`src/assert_macros.svh`:
```
// Assertion macros shared by the RTL of the radar report frame parser.
// No dependencies; defining SYNTH turns every macro into an empty body.
`ifndef ASSERT_MACROS_SVH
`define ASSERT_MACROS_SVH
`ifndef SYNTH
`define RRFP_ASSERT(lbl, cond, msg) \
  lbl: assert property (@(posedge clk) disable iff (!rst_n) (cond)) else $error(msg);
`define RRFP_ASSERT_IMPL(lbl, ante, cons, msg) \
  lbl: assert property (@(posedge clk) disable iff (!rst_n) (ante) |-> (cons)) else $error(msg);
`else
`define RRFP_ASSERT(lbl, cond, msg)
`define RRFP_ASSERT_IMPL(lbl, ante, cons, msg)
`endif
`endif

```
`src/rrfp_pkg.sv`:
```
// Shared types, constants and byte patterns of the radar report frame parser.
// No dependencies.
package rrfp_pkg;

  localparam int FRAME_LIMIT_DEF  = 128;
  localparam int REPORT_BYTES_DEF = 35;
  localparam int GATE_COUNT_DEF   = 16;

  localparam logic [7:0] HDR_B0  = 8'hF4;
  localparam logic [7:0] HDR_B1  = 8'hF3;
  localparam logic [7:0] HDR_B2  = 8'hF2;
  localparam logic [7:0] HDR_B3  = 8'hF1;
  localparam logic [7:0] TAIL_B0 = 8'hF8;
  localparam logic [7:0] TAIL_B1 = 8'hF7;
  localparam logic [7:0] TAIL_B2 = 8'hF6;
  localparam logic [7:0] TAIL_B3 = 8'hF5;

  // One report frame handed from the parser to the readout
  typedef struct packed {
    logic        bank;
    logic        present;
    logic [15:0] distance;
  } frame_rec_t;

  function automatic logic [7:0] hdr_byte(input logic [1:0] pos);
    logic [7:0] val;
    case (pos)
      2'd0:    val = HDR_B0;
      2'd1:    val = HDR_B1;
      2'd2:    val = HDR_B2;
      default: val = HDR_B3;
    endcase
    return val;
  endfunction

  function automatic logic [7:0] tail_byte(input logic [1:0] pos);
    logic [7:0] val;
    case (pos)
      2'd0:    val = TAIL_B0;
      2'd1:    val = TAIL_B1;
      2'd2:    val = TAIL_B2;
      default: val = TAIL_B3;
    endcase
    return val;
  endfunction

endpackage

```
`src/rrfp_ram.sv`:
```
// Generic RAM: one write port, two read ports with registered, enabled read data.
// No dependencies.
module rrfp_ram #(
  parameter int WIDTH = 8,
  parameter int DEPTH = 70,
  localparam int AW = (DEPTH > 1) ? $clog2(DEPTH) : 1
) (
  input  logic             clk,
  input  logic             we,
  input  logic [AW-1:0]    waddr,
  input  logic [WIDTH-1:0] wdata,
  input  logic             re,
  input  logic [AW-1:0]    raddr_a,
  input  logic [AW-1:0]    raddr_b,
  output logic [WIDTH-1:0] rdata_a,
  output logic [WIDTH-1:0] rdata_b
);

  logic [WIDTH-1:0] mem [DEPTH];

  always_ff @(posedge clk) begin
    if (we) begin
      mem[waddr] <= wdata;
    end
    if (re) begin
      rdata_a <= mem[raddr_a];
      rdata_b <= mem[raddr_b];
    end
  end

endmodule

```
`src/rrfp_front.sv`:
```
// Byte parser: header hunt, length, payload store writes, trailer check.
// Depends on rrfp_pkg; writes payload into one of two banks of the RAM.
module rrfp_front #(
  parameter int FRAME_LIMIT  = rrfp_pkg::FRAME_LIMIT_DEF,
  parameter int REPORT_BYTES = rrfp_pkg::REPORT_BYTES_DEF,
  localparam int AW = $clog2(2 * REPORT_BYTES),
  localparam int PW = $clog2(FRAME_LIMIT)
) (
  input  logic                 clk,
  input  logic                 rst_n,
  input  logic                 in_valid,
  output logic                 in_ready,
  input  logic [7:0]           in_byte,
  output logic                 wr_en,
  output logic [AW-1:0]        wr_addr,
  output logic [7:0]           wr_data,
  output logic                 push,
  output rrfp_pkg::frame_rec_t push_rec,
  input  logic                 free_en,
  input  logic                 free_bank,
  output logic [1:0]           busy
);

  logic [PW-1:0] pos_r, pos_nxt;
  logic [15:0]   len_r, len_nxt;
  logic          tok_r, tok_nxt;
  logic          present_r, present_nxt;
  logic [15:0]   dist_r, dist_nxt;
  logic          wr_bank_r, wr_bank_nxt;
  logic [1:0]    busy_r, busy_nxt;

  logic [16:0]   idx, len_x, p_off, t_off, len_new;
  logic          accept, tok_after;
  logic [AW-1:0] bank_base;

  assign in_ready  = !busy_r[wr_bank_r];
  assign accept    = in_valid && in_ready;
  assign busy      = busy_r;
  assign idx       = 17'(pos_r);
  assign len_x     = 17'(len_r);
  assign p_off     = idx - 17'd6;
  assign t_off     = idx - 17'd6 - len_x;
  assign len_new   = {1'b0, in_byte, len_r[7:0]};
  assign bank_base = wr_bank_r ? AW'(REPORT_BYTES) : '0;

  assign push_rec.bank     = wr_bank_r;
  assign push_rec.present  = present_r;
  assign push_rec.distance = dist_r;

  always_comb begin
    pos_nxt     = pos_r;
    len_nxt     = len_r;
    tok_nxt     = tok_r;
    present_nxt = present_r;
    dist_nxt    = dist_r;
    wr_bank_nxt = wr_bank_r;
    busy_nxt    = busy_r;
    wr_en       = 1'b0;
    wr_addr     = bank_base + AW'(p_off);
    wr_data     = in_byte;
    push        = 1'b0;
    tok_after   = tok_r;

    if (accept) begin
      if (idx < 17'd4) begin
        if (in_byte != rrfp_pkg::hdr_byte(pos_r[1:0])) begin
          // a second-byte miss on the first header byte keeps that byte
          pos_nxt = (pos_r == PW'(1) && in_byte == rrfp_pkg::HDR_B0) ? PW'(1) : '0;
          tok_nxt = 1'b1;
        end else begin
          pos_nxt = pos_r + PW'(1);
        end
      end else begin
        pos_nxt = pos_r + PW'(1);
        if (idx == 17'd4) begin
          len_nxt = {8'h00, in_byte};
        end else if (idx == 17'd5) begin
          len_nxt = {in_byte, len_r[7:0]};
          if (17'd10 + len_new > 17'(FRAME_LIMIT)) begin
            pos_nxt = '0;
            tok_nxt = 1'b1;
          end
        end else begin
          if (idx < 17'd6 + len_x) begin
            if (p_off < 17'(REPORT_BYTES)) begin
              wr_en = 1'b1;
            end
            if (p_off == 17'd0) begin
              present_nxt = (in_byte != 8'h00);
            end
            if (p_off == 17'd1) begin
              dist_nxt[7:0] = in_byte;
            end
            if (p_off == 17'd2) begin
              dist_nxt[15:8] = in_byte;
            end
          end else begin
            tok_after = tok_r && (in_byte == rrfp_pkg::tail_byte(t_off[1:0]));
          end
          tok_nxt = tok_after;
          if (idx + 17'd1 == 17'd10 + len_x) begin
            pos_nxt = '0;
            tok_nxt = 1'b1;
            if (tok_after && len_r == 16'(REPORT_BYTES)) begin
              // hand the bank to the readout and flip to the other one
              push                = 1'b1;
              busy_nxt[wr_bank_r] = 1'b1;
              wr_bank_nxt         = !wr_bank_r;
            end
          end
        end
      end
    end

    if (free_en) begin
      busy_nxt[free_bank] = 1'b0;
    end
  end

  always_ff @(posedge clk) begin
    if (!rst_n) begin
      pos_r     <= '0;
      len_r     <= '0;
      tok_r     <= 1'b1;
      wr_bank_r <= 1'b0;
      busy_r    <= '0;
    end else begin
      pos_r     <= pos_nxt;
      len_r     <= len_nxt;
      tok_r     <= tok_nxt;
      wr_bank_r <= wr_bank_nxt;
      busy_r    <= busy_nxt;
    end
  end

  always_ff @(posedge clk) begin
    present_r <= present_nxt;
    dist_r    <= dist_nxt;
  end

endmodule

```
`src/rrfp_queue.sv`:
```
// Two-entry queue of finished report frames between parser and readout.
// Depends on rrfp_pkg for the frame record type.
module rrfp_queue (
  input  logic                 clk,
  input  logic                 rst_n,
  input  logic                 push,
  input  rrfp_pkg::frame_rec_t push_rec,
  input  logic                 pop,
  output logic                 head_valid,
  output rrfp_pkg::frame_rec_t head_rec,
  output logic [1:0]           count
);

  rrfp_pkg::frame_rec_t slot_r [2];
  logic                 wr_ptr_r, wr_ptr_nxt;
  logic                 rd_ptr_r, rd_ptr_nxt;
  logic [1:0]           count_r, count_nxt;
  logic                 do_pop;

  assign head_valid = (count_r != 2'd0);
  assign head_rec   = slot_r[rd_ptr_r];
  assign count      = count_r;
  assign do_pop     = pop && head_valid;

  always_comb begin
    wr_ptr_nxt = push ? !wr_ptr_r : wr_ptr_r;
    rd_ptr_nxt = do_pop ? !rd_ptr_r : rd_ptr_r;
    count_nxt  = count_r + 2'(push) - 2'(do_pop);
  end

  always_ff @(posedge clk) begin
    if (!rst_n) begin
      wr_ptr_r <= 1'b0;
      rd_ptr_r <= 1'b0;
      count_r  <= '0;
    end else begin
      wr_ptr_r <= wr_ptr_nxt;
      rd_ptr_r <= rd_ptr_nxt;
      count_r  <= count_nxt;
    end
  end

  always_ff @(posedge clk) begin
    if (push) begin
      slot_r[wr_ptr_r] <= push_rec;
    end
  end

endmodule

```
`src/rrfp_back.sv`:
```
// Gate readout: reads two energy bytes per gate from the RAM and drives results.
// Depends on rrfp_pkg; a one-deep stage runs beside the RAM read, then the output register.
module rrfp_back #(
  parameter int REPORT_BYTES = rrfp_pkg::REPORT_BYTES_DEF,
  parameter int GATE_COUNT   = rrfp_pkg::GATE_COUNT_DEF,
  localparam int AW = $clog2(2 * REPORT_BYTES),
  localparam int GW = (GATE_COUNT > 1) ? $clog2(GATE_COUNT) : 1
) (
  input  logic                 clk,
  input  logic                 rst_n,
  input  logic                 head_valid,
  input  rrfp_pkg::frame_rec_t head_rec,
  output logic                 pop,
  output logic                 free_en,
  output logic                 free_bank,
  output logic                 rd_en,
  output logic [AW-1:0]        rd_addr_lo,
  output logic [AW-1:0]        rd_addr_hi,
  input  logic [7:0]           rd_data_lo,
  input  logic [7:0]           rd_data_hi,
  output logic                 out_valid,
  input  logic                 out_ready,
  output logic                 out_present,
  output logic [15:0]          out_distance,
  output logic [3:0]           out_gate_index,
  output logic [15:0]          out_gate_energy,
  output logic                 out_last
);

  logic                 active_r, active_nxt;
  logic [GW-1:0]        gate_r, gate_nxt;
  rrfp_pkg::frame_rec_t cur_r;

  logic                 s1_valid_r, s1_valid_nxt;
  logic [GW-1:0]        s1_gate_r;
  logic                 s1_last_r, s1_zlo_r, s1_zhi_r;
  rrfp_pkg::frame_rec_t s1_rec_r;

  logic                 out_valid_r, out_valid_nxt;
  logic                 out_present_r, out_last_r;
  logic [15:0]          out_distance_r, out_energy_r;
  logic [3:0]           out_gate_r;

  logic                 out_adv, s1_adv, issue, last_issue, z_lo, z_hi;
  logic [7:0]           off_lo, off_hi;
  logic [AW-1:0]        bank_base;

  assign out_adv    = !out_valid_r || out_ready;
  assign s1_adv     = !s1_valid_r || out_adv;
  assign issue      = active_r && s1_adv;
  assign last_issue = (gate_r == GW'(GATE_COUNT - 1));
  assign pop        = !active_r && head_valid;

  // gate g takes payload bytes 3+2g and 4+2g; bytes past the store read as zero
  assign off_lo     = 8'd3 + 8'({gate_r, 1'b0});
  assign off_hi     = off_lo + 8'd1;
  assign z_lo       = (off_lo >= 8'(REPORT_BYTES));
  assign z_hi       = (off_hi >= 8'(REPORT_BYTES));
  assign bank_base  = cur_r.bank ? AW'(REPORT_BYTES) : '0;
  assign rd_addr_lo = z_lo ? bank_base : bank_base + AW'(off_lo);
  assign rd_addr_hi = z_hi ? bank_base : bank_base + AW'(off_hi);
  assign rd_en      = issue;

  // the bank is free once its last gate is read into the RAM output register
  assign free_en    = issue && last_issue;
  assign free_bank  = cur_r.bank;

  always_comb begin
    active_nxt    = active_r;
    gate_nxt      = gate_r;
    s1_valid_nxt  = s1_valid_r;
    out_valid_nxt = out_valid_r;
    if (pop) begin
      active_nxt = 1'b1;
      gate_nxt   = '0;
    end else if (issue) begin
      gate_nxt = gate_r + GW'(1);
      if (last_issue) begin
        active_nxt = 1'b0;
      end
    end
    if (s1_adv) begin
      s1_valid_nxt = issue;
    end
    if (out_adv) begin
      out_valid_nxt = s1_valid_r;
    end
  end

  always_ff @(posedge clk) begin
    if (!rst_n) begin
      active_r    <= 1'b0;
      gate_r      <= '0;
      s1_valid_r  <= 1'b0;
      out_valid_r <= 1'b0;
    end else begin
      active_r    <= active_nxt;
      gate_r      <= gate_nxt;
      s1_valid_r  <= s1_valid_nxt;
      out_valid_r <= out_valid_nxt;
    end
  end

  always_ff @(posedge clk) begin
    if (pop) begin
      cur_r <= head_rec;
    end
    if (issue) begin
      s1_gate_r <= gate_r;
      s1_last_r <= last_issue;
      s1_zlo_r  <= z_lo;
      s1_zhi_r  <= z_hi;
      s1_rec_r  <= cur_r;
    end
    if (out_adv && s1_valid_r) begin
      out_present_r  <= s1_rec_r.present;
      out_distance_r <= s1_rec_r.distance;
      out_gate_r     <= 4'(s1_gate_r);
      out_energy_r   <= {s1_zhi_r ? 8'h00 : rd_data_hi, s1_zlo_r ? 8'h00 : rd_data_lo};
      out_last_r     <= s1_last_r;
    end
  end

  assign out_valid       = out_valid_r;
  assign out_present     = out_present_r;
  assign out_distance    = out_distance_r;
  assign out_gate_index  = out_gate_r;
  assign out_gate_energy = out_energy_r;
  assign out_last        = out_last_r;

endmodule

```
`src/radar_report_frame_parser_core.sv`:
```
// Top level of the radar report frame parser: parser, frame queue, payload RAM, readout.
// Depends on rrfp_pkg, assert_macros.svh, rrfp_front, rrfp_queue, rrfp_ram, rrfp_back.
//
//   channel  dir  tdata fields (low bit up)                         tlast
//   in_      in   rx_byte[7:0]                                      -
//   out_     out  target_present, target_range, gate_index,          last_gate
//                 gate_energy, 3 zero bits
//
// One byte is taken per cycle. in_tready drops only while the payload bank the
// parser writes next still waits to be read out; the two banks let one frame be
// parsed while the previous one is read. A report frame yields GATE_COUNT results,
// one per cycle while out_tready is high, via the frame queue, readout start, RAM
// read and output register. Reset is synchronous; the payload RAM needs no clearing
// pass. out_tready low holds the output register and the read stage behind it.
`include "assert_macros.svh"

module radar_report_frame_parser_core #(
  parameter int FRAME_LIMIT  = rrfp_pkg::FRAME_LIMIT_DEF,
  parameter int REPORT_BYTES = rrfp_pkg::REPORT_BYTES_DEF,
  parameter int GATE_COUNT   = rrfp_pkg::GATE_COUNT_DEF
) (
  input  logic        clk,
  input  logic        rst_n,
  input  logic        in_tvalid,
  output logic        in_tready,
  input  logic [7:0]  in_tdata,   // [7:0] rx_byte
  output logic        out_tvalid,
  input  logic        out_tready,
  output logic [39:0] out_tdata,  // [0] target_present, [16:1] target_range,
                                  // [20:17] gate_index, [36:21] gate_energy, [39:37] zero
  output logic        out_tlast   // last_gate
);

  localparam int AW = $clog2(2 * REPORT_BYTES);
  localparam logic [3:0] LAST_IDX = 4'(GATE_COUNT - 1);

  logic                 wr_en, push, pop, head_valid, free_en, free_bank, rd_en;
  logic [AW-1:0]        wr_addr, rd_addr_lo, rd_addr_hi;
  logic [7:0]           wr_data, rd_data_lo, rd_data_hi;
  logic [1:0]           busy, q_count;
  rrfp_pkg::frame_rec_t push_rec, head_rec;
  logic                 o_present;
  logic [15:0]          o_distance, o_energy;
  logic [3:0]           o_gate;

  rrfp_front #(
    .FRAME_LIMIT  (FRAME_LIMIT),
    .REPORT_BYTES (REPORT_BYTES)
  ) u_front (
    .clk       (clk),
    .rst_n     (rst_n),
    .in_valid  (in_tvalid),
    .in_ready  (in_tready),
    .in_byte   (in_tdata),
    .wr_en     (wr_en),
    .wr_addr   (wr_addr),
    .wr_data   (wr_data),
    .push      (push),
    .push_rec  (push_rec),
    .free_en   (free_en),
    .free_bank (free_bank),
    .busy      (busy)
  );

  rrfp_queue u_queue (
    .clk        (clk),
    .rst_n      (rst_n),
    .push       (push),
    .push_rec   (push_rec),
    .pop        (pop),
    .head_valid (head_valid),
    .head_rec   (head_rec),
    .count      (q_count)
  );

  rrfp_ram #(
    .WIDTH (8),
    .DEPTH (2 * REPORT_BYTES)
  ) u_ram (
    .clk     (clk),
    .we      (wr_en),
    .waddr   (wr_addr),
    .wdata   (wr_data),
    .re      (rd_en),
    .raddr_a (rd_addr_lo),
    .raddr_b (rd_addr_hi),
    .rdata_a (rd_data_lo),
    .rdata_b (rd_data_hi)
  );

  rrfp_back #(
    .REPORT_BYTES (REPORT_BYTES),
    .GATE_COUNT   (GATE_COUNT)
  ) u_back (
    .clk             (clk),
    .rst_n           (rst_n),
    .head_valid      (head_valid),
    .head_rec        (head_rec),
    .pop             (pop),
    .free_en         (free_en),
    .free_bank       (free_bank),
    .rd_en           (rd_en),
    .rd_addr_lo      (rd_addr_lo),
    .rd_addr_hi      (rd_addr_hi),
    .rd_data_lo      (rd_data_lo),
    .rd_data_hi      (rd_data_hi),
    .out_valid       (out_tvalid),
    .out_ready       (out_tready),
    .out_present     (o_present),
    .out_distance    (o_distance),
    .out_gate_index  (o_gate),
    .out_gate_energy (o_energy),
    .out_last        (out_tlast)
  );

  assign out_tdata = {3'b000, o_energy, o_gate, o_distance, o_present};

  // every queued frame owns a bank until its readout is done
  `RRFP_ASSERT(a_queue_le_busy, 32'(q_count) <= $countones(busy), "queue holds unowned frame")
  `RRFP_ASSERT_IMPL(a_push_free_bank, push, !busy[push_rec.bank], "push into a busy bank")
  `RRFP_ASSERT_IMPL(a_free_owned, free_en, busy[free_bank], "release of an idle bank")
  `RRFP_ASSERT_IMPL(a_last_index, out_tvalid && out_tlast, o_gate == LAST_IDX, "last gate index")

endmodule

```
`config.mk`:
```
export PLATFORM = sky130hd
export DESIGN_NAME = radar_report_frame_parser_core
export DESIGN_NICKNAME = d
export VERILOG_FILES = /design/src/rrfp_pkg.sv /design/src/rrfp_ram.sv /design/src/rrfp_front.sv /design/src/rrfp_queue.sv /design/src/rrfp_back.sv /design/src/radar_report_frame_parser_core.sv
export VERILOG_INCLUDE_DIRS = /design/src /design/src/src
export SDC_FILE = /design/constraint.sdc
export NUM_CORES = 1
export LEC_CHECK = 0
export ABC_AREA = 0
export BUFFER_PORTS_ARGS = -buffer_cell sky130_fd_sc_hd__buf_4
export CELL_PAD_IN_SITES_DETAIL_PLACEMENT = 0
export CELL_PAD_IN_SITES_GLOBAL_PLACEMENT = 1
export CORE_UTILIZATION = 59
export CTS_CLUSTER_DIAMETER = 150
export CTS_CLUSTER_SIZE = 10
export DETAILED_ROUTE_END_ITERATION = 6
export HOLD_SLACK_MARGIN = 0.1
export PLACE_DENSITY = 0.82
export SYNTH_ARGS = -nofsm -noshare
export SYNTH_HDL_FRONTEND = slang
export SYNTH_HIERARCHICAL = 1
export SYNTH_SLANG_ARGS = --single-unit
```
`constraint.sdc`:
```
create_clock -name clk -period 9.8 [get_ports clk]
set_input_delay 0 -clock clk [delete_from_list [all_inputs] [get_ports clk]]
set_output_delay 0 -clock clk [all_outputs]
set_load 0.03 [all_outputs]
```
==> results of run 1 <==
==> worst max-delay path by stage <==
stage / start / end / cells past startpoint
2_1_floorplan: u_back/gate_r[0] / u_ram/rdata_b[4] / 18
3_3_place_gp: u_back/gate_r[0] / u_ram/rdata_b[0] / 14
3_5_place_dp: u_back/gate_r[0] / u_ram/rdata_b[0] / 14
4_1_cts: u_back/gate_r[0] / u_ram/rdata_b[0] / 14
5_1_grt: u_back/gate_r[0] / u_ram/rdata_b[0] / 14
6_report: u_front/len_r[3] / u_ram/mem[2][4] / 9
==> power by group <==
group,internal (W),leakage [nW],switching (W)
combinational,0.0000150,4.25,0.0000672
sequential,0.00349,6.69,0.00000151
clock,0.00158,1.14,0.00123
==> metal layers <==
layer  track usage, %  vias up  share of wire [%]
met5                0        -              0.042
met4             9.86        4                3.0
met3             4.75      179                8.7
met2             47.0     1129                 48
met1             43.6    10900                 41
li1                 -     8848                  -
==> cell type report <==
class,count,share of cell area (%)
Sequential cell,748,56.6
Multi-Input combinational cell,1245,32.6
Clock inverter,7,0.407
Timing Repair Buffer,98,2.00
Clock buffer,110,5.66
Inverter,25,0.241
Tap cell,773,2.48
==> kinds of logic after synthesis <==
logic type / Yosys count / synth area share, %
flip-flops: 748 / 61.7
AND/OR/NAND/NOR: 448 / 6.27
multiplexers: 446 / 20.9
AO/OA/AOI/OAI: 267 / 5.67
buffers and inverters: 193 / 2.92
XOR/XNOR: 47 / 1.29
adder cells (fa/ha/maj): 34 / 1.21
other: 1 / 0.0105
==> synth_stat cells, types with 15 or more instances <==
library cell    n  area [µm²]
clkbuf_1       58         218
a22oi_1        46         345
a221oi_1       15         131
buf_4          49         368
mux4_2        235        5290
xor2_1         18         158
nand2_1        87         327
a21oi_1        43         215
nand3_1        66         330
nor3_1         29         145
dfxtp_1        39         781
ha_1           33         413
xnor2_1        25         219
inv_1          23        86.3
mux2i_1       183        1830
o21ai_0        23         115
nor2b_1        39         244
edfxtp_1      709       21300
mux2_2         18         203
nand2b_1       21         131
buf_2          40         200
nor2_1        124         465
==> metrics by stage <==
| step | utilization, % | hold slack [ns] | setup WS, ns |
|---|---|---|---|
| finish | 65.6 | 0.281 | 4.20 |
| global route | 65.6 | 0.319 | 4.06 |
| CTS | 65.6 | 0.252 | 4.48 |
| detailed placement | 61.4 | 0.340 | 4.51 |
| global placement | 61.4 | 0.321 | 4.55 |
| floorplan | - | 0.0762 | 5.92 |
==> worst max-delay path: cells and delay by family (launching register included) <==
family | cells | cell delay (ns)
and+or+nand+nor | 4 | 2.47
AOI/OAI and AO/OA | 3 | 1.52
DFF | 1 | 0.74
xor gates and xnor gates | 1 | 0.25
adders and majority gates | 1 | 0.22
==> sequential cells by signal, indices dropped and copies added, names as in the netlist, 8 cells and up, named ones only <==
register / flops
u_back/out_distance: 16
u_ram/mem: 560
u_ram/rdata_a: 8
u_queue/slot_r: 36
u_back/out_gate_energy: 16
u_front/len_r: 16
u_front/dist_r: 16
u_back/s1_rec_r: 17
u_back/cur_r: 17
u_ram/rdata_b: 8
==> impl_metrics.toml, run 1 <==
[yosys]
ys_ff_latch = 748
synth_area_per_cell_um2 = 16.4
yosysWarnings = 6
synth-seq-area-share_pct = 61.7
syn_inst = 2184
synth_area_um2 = 35800
synth_ff_type = "edfxtp_1"
synth_cell_types = 95
async_flop_share_pct = 0
synth_edf_count = 709

[clocking]
clkLatencyLatePin_ns = 0.65
path_clk_slew_ns = 0.06
htreeDepth = 3
cts_resized = 0
cts_made_buffers = 84
cts_root_buffer = "clkbuf_16"
clockBufferDepth = 3
cts_hold_buf = 12
cts.sinks = 748
post-cts-setup-buffer-count = 0
tritoncts = "done"

[drt]
ant_nets = 0
drc = 0
wire_per_inst_um = 30.2
vias_per_cell = 7.02
dr.pass1.iters = 6
wirelength_mm = 90.7
drt_iter0_markers = 2472
vias = 21100

[sta]
finClkSkew_ns = 0.0275
post-route-period-util_pct = 57.1
worst_slew_pin_slew_ns = 1.35
relSlewSlack_pct = 9.03
period_needed_ns = 5.60
final_max_slew_viol_count = 0
setup_viol_count_final = 0
rsz0062_at_grt = "false"
fmax_mhz = 179
hold_violations = 0
finalSetupTns_ns = 0

[global_route]
antenna_found_initial = 4
first_global_vias = 20800
grt_max_degree = 115
grt_first_pass_wirelength_mm = 134
grt_util_all_layers_pct = 30.0
grt_overflow = 0

[floorplanning]
io-pin-count = 55
die-area_um2 = 61600
die_w_um = 248
coreArea_um2 = 59500
row_count = 89
dieHeight_um = 248
start_util_pct = 60.1

[setup_path]
path_common_cell = "or3_1"
startpoint_type = "register"
crit_type = "reg -> reg"
reg2regPathDepth = 9
cp_slowest_cell = "nor3_1"
worstPathMaxFanout = 19
r2r-end = "u_ram/mem[2][4]"
crit_chain = "o21ai_0, xor2_1, ha_1, or3_1, o2111a_1, or3_1, a21oi_1, nand3_1, nor3_1"
worstPathArrival_ns = 5.85
r2r_slack_ns = 4.20
worst_ep_required_time_ns = 10.05
endpoint_kind = "register"
r2r_start = "u_front/len_r[3]"
cp_slowest_stage_delay_ns = 1.18

[hold_path]
worst_hold_path_type = "in -> reg"
hp-start = "rst_n"
min_delay_worst_endpoint = "u_queue/wr_ptr_r"
hold_path_depth = 3

[power_and_ir_drop]
p_per_area_nw_per_um2 = 164
peakVddDrop_v = 0.000157
cellLeakagePower_nw = 12.1
power_w = 0.00638

[place]
gp_congestion = 0.902
io_buffers = 51
place_inst = 2877
placed_area_um2 = 36500
dpl.hpwl_mm = 57.3

[layout]
final_common_cell = "edfxtp_1"
finalNetCount = 2248
num-fill-cells = 4013
register_area_um2 = 22100
multiInputGateArea_um2 = 12700
fin_area_um2 = 39000
diodes = 0
final_cell_mix = "edfxtp_1, mux4_2, mux2i_1"
fin_cells = 3006
drive_above_1_share_pct = 21.7
syn2layout_area_growth_pct = 9.06

[run]
drv_cap = 0

[outcome]
status = "complete, no violations"
Note: power is estimated with default switching activity, not from simulation.
==> inputs of run 2 (changes only) <==
--- a/config.mk
+++ b/config.mk
@@ -6,16 +6,16 @@
 export SDC_FILE = /design/constraint.sdc
 export NUM_CORES = 1
 export LEC_CHECK = 0
-export ABC_AREA = 0
+export ABC_AREA = 1
 export BUFFER_PORTS_ARGS = -buffer_cell sky130_fd_sc_hd__buf_4
 export CELL_PAD_IN_SITES_DETAIL_PLACEMENT = 0
 export CELL_PAD_IN_SITES_GLOBAL_PLACEMENT = 1
-export CORE_UTILIZATION = 59
+export CORE_UTILIZATION = 50
 export CTS_CLUSTER_DIAMETER = 150
 export CTS_CLUSTER_SIZE = 10
 export DETAILED_ROUTE_END_ITERATION = 6
 export HOLD_SLACK_MARGIN = 0.1
-export PLACE_DENSITY = 0.82
+export PLACE_DENSITY = 0.78
 export SYNTH_ARGS = -nofsm -noshare
 export SYNTH_HDL_FRONTEND = slang
 export SYNTH_HIERARCHICAL = 1
==> constraint.sdc (replaced) <==
create_clock -name clk -period 5.6 [get_ports clk]
set_input_delay 0 -clock clk [delete_from_list [all_inputs] [get_ports clk]]
set_output_delay 0 -clock clk [all_outputs]
set_load 0.03 [all_outputs]
==> impl_metrics.toml, run 2 <==
[clocking]
clkLatencyLatePin_ns = 0.64
cts_made_buffers = 84
cts_resized = 0
post-cts-setup-buffer-count = 0
cts_root_buffer = "clkbuf_16"
path_clk_slew_ns = 0.06
clockBufferDepth = 3
cts.sinks = 748
htreeDepth = 3
tritoncts = "done"
cts_hold_buf = 12

[floorplanning]
io-pin-count = 55
row_count = 100
die_w_um = 277
die-area_um2 = 76800
start_util_pct = 50.7
coreArea_um2 = 74700
dieHeight_um = 277

[sta]
fmax_mhz = 219
hold_slack_ns = 0.192
period_needed_ns = 4.57
setup_slack_ns = 1.03
post-route-period-util_pct = 81.5
rsz0062_at_grt = "false"
finClkSkew_ns = 0.0157
worst_slew_pin_slew_ns = 1.30
finalSetupTns_ns = 0
final_max_slew_viol_count = 0
relSlewSlack_pct = 13.1
setup_viol_count_final = 0
hold_violations = 0

[drt]
wirelength_mm = 126
drt_iter0_markers = 3958
wire_per_inst_um = 24.6
drc = 0
dr.pass1.iters = 6
vias_per_cell = 6.06
ant_nets = 0
vias = 31100

[place]
io_buffers = 51
place_ws_ns = 1.22
dpl.hpwl_mm = 75.8
gp_congestion = 0.917

[setup_path]
endpoint_kind = "register"
startpoint_type = "register"
worstPathMaxFanout = 136
crit_type = "reg -> reg"
worst_ep_required_time_ns = 5.99
worstPathArrival_ns = 4.95

[yosys]
async_flop_share_pct = 0
synth_area_per_cell_um2 = 9.03
yosysTopAreaCell = "edfxtp_1"
syn_inst = 4195
synth.most_common_cell = "nand2_1"
synth_cell_types = 54
synth_area_um2 = 37900
synthTopCellsByArea = "edfxtp_1, nand2_1, nand3_1"
synth_ff_type = "edfxtp_1"
synth_edf_count = 709
synth-seq-area-share_pct = 58.3
synth.top_cells.by_count = "nand2_1, nand3_1, edfxtp_1, nor2_1, inv_1"
ys_ff_latch = 748
yosysTopAreaCellShare_pct = 56.2
yosysWarnings = 6

[run]
drv_cap = 0

[layout]
drive_above_1_share_pct = 7.00
syn2layout_area_growth_pct = 8.90
diodes = 0
reg_top3 = "u_ram/mem: 560 flops, u_queue/slot_r: 36 flops"
utilization_pct = 55.2
final_cell_mix = "nand2_1, nand3_1, edfxtp_1"
finalNetCount = 4176
regMostFlops = "u_ram/mem"
final_common_cell = "nand2_1"
largest_reg_flops = 560

[global_route]
grt_util_all_layers_pct = 32.6
grt_max_degree = 146
first_global_vias = 29400
grt_overflow = 0
antenna_found_initial = 1
grt_first_pass_wirelength_mm = 188

[power_and_ir_drop]
cellLeakagePower_nw = 15.7
power_w = 0.0112
peakVddDrop_v = 0.000238
p_per_area_nw_per_um2 = 270

[outcome]
status = "complete, no violations"

[hold_path]
worst_hold_path_type = "in -> reg"
[run 2: area by class of cell]
class                   instances  area [µm²]
inverters                     166         654
multi-input cells            3007       13900
repair buffers                123        1120
clock buffers                 110        2220
flip-flops and latches        748       22100
clock inverters                 6        62.6
well taps                     969        1210
fillers                      6765       33500
[run 2: power by group]
group	switching, W	internal [W]
Clock	0.00216	0.00274
Sequential	0.00000155	0.00610
Combinational	0.000129	0.0000228
Total	0.00229	0.00886
[run 2: cells by family (layout without fill, tap and decap cells)]
logic type,count (synthesis),after routing,share of synthesized area (%)
simple gates,2744,2744,31.5
mux,18,18,0.634
buf+inv,442,405,5.22
compound gates,182,182,2.61
xor+xnor,26,26,0.621
flops,748,748,58.3
other cells,1,3,0.00990
fa+ha+maj,34,34,1.14
[run 2: stage by stage]
| step | cells | instance area [µm²] |
|---|---|---|
| 6_report | 5129 | 41200 |
| 5_1_grt | 5129 | 41200 |
| 4_1_cts | 5129 | 41200 |
| 3_5_place_dp | 5001 | 38800 |
| 3_3_place_gp | 5001 | 38800 |
| 2_1_floorplan | 4197 | 37900 |
[run 2: final timing paths]
check | depth (start not counted) | slack, ns | start | endpoint
worst max-delay path | 17 | 1.03 | u_back/gate_r[0] | u_ram/rdata_a[3]
worst min register to register | 0 | 0.42 | u_back/s1_gate_r[2] | u_back/out_gate_index[2]
worst min-delay path | 2 | 0.19 | in_tdata[6] | u_front/dist_r[14]
worst max register to register | 17 | 1.03 | u_back/gate_r[0] | u_ram/rdata_a[3]
[run 2: metal layers]
| metal | share of wire [%] | GRT usage [%] | up-vias |
|---|---|---|---|
| li1 | - | - | 14200 |
| met1 | 40 | 44.9 | 15000 |
| met2 | 47 | 51.8 | 1669 |
| met3 | 9.4 | 5.10 | 301 |
| met4 | 4.1 | 13.0 | 0 |
| met5 | 0 | 0 | - |
[run 2: worst max-delay path, stage by stage (launching register included)]
cell and delay, ns:
dfxtp_1 0.53, inv_1 0.19, ha_1 0.44, nor3_1 0.26, nand3_1 0.12, nand2_2 0.15
inv_2 0.13, o21ai_4 0.23, buf_12 0.35, nand3_1 0.29, nand3_1 0.20, nand3_1 0.18
nand2_1 0.21, nand2_1 0.10, nand3_1 0.17, nand2_1 0.07, nand2_1 0.10, nand2_1 0.06
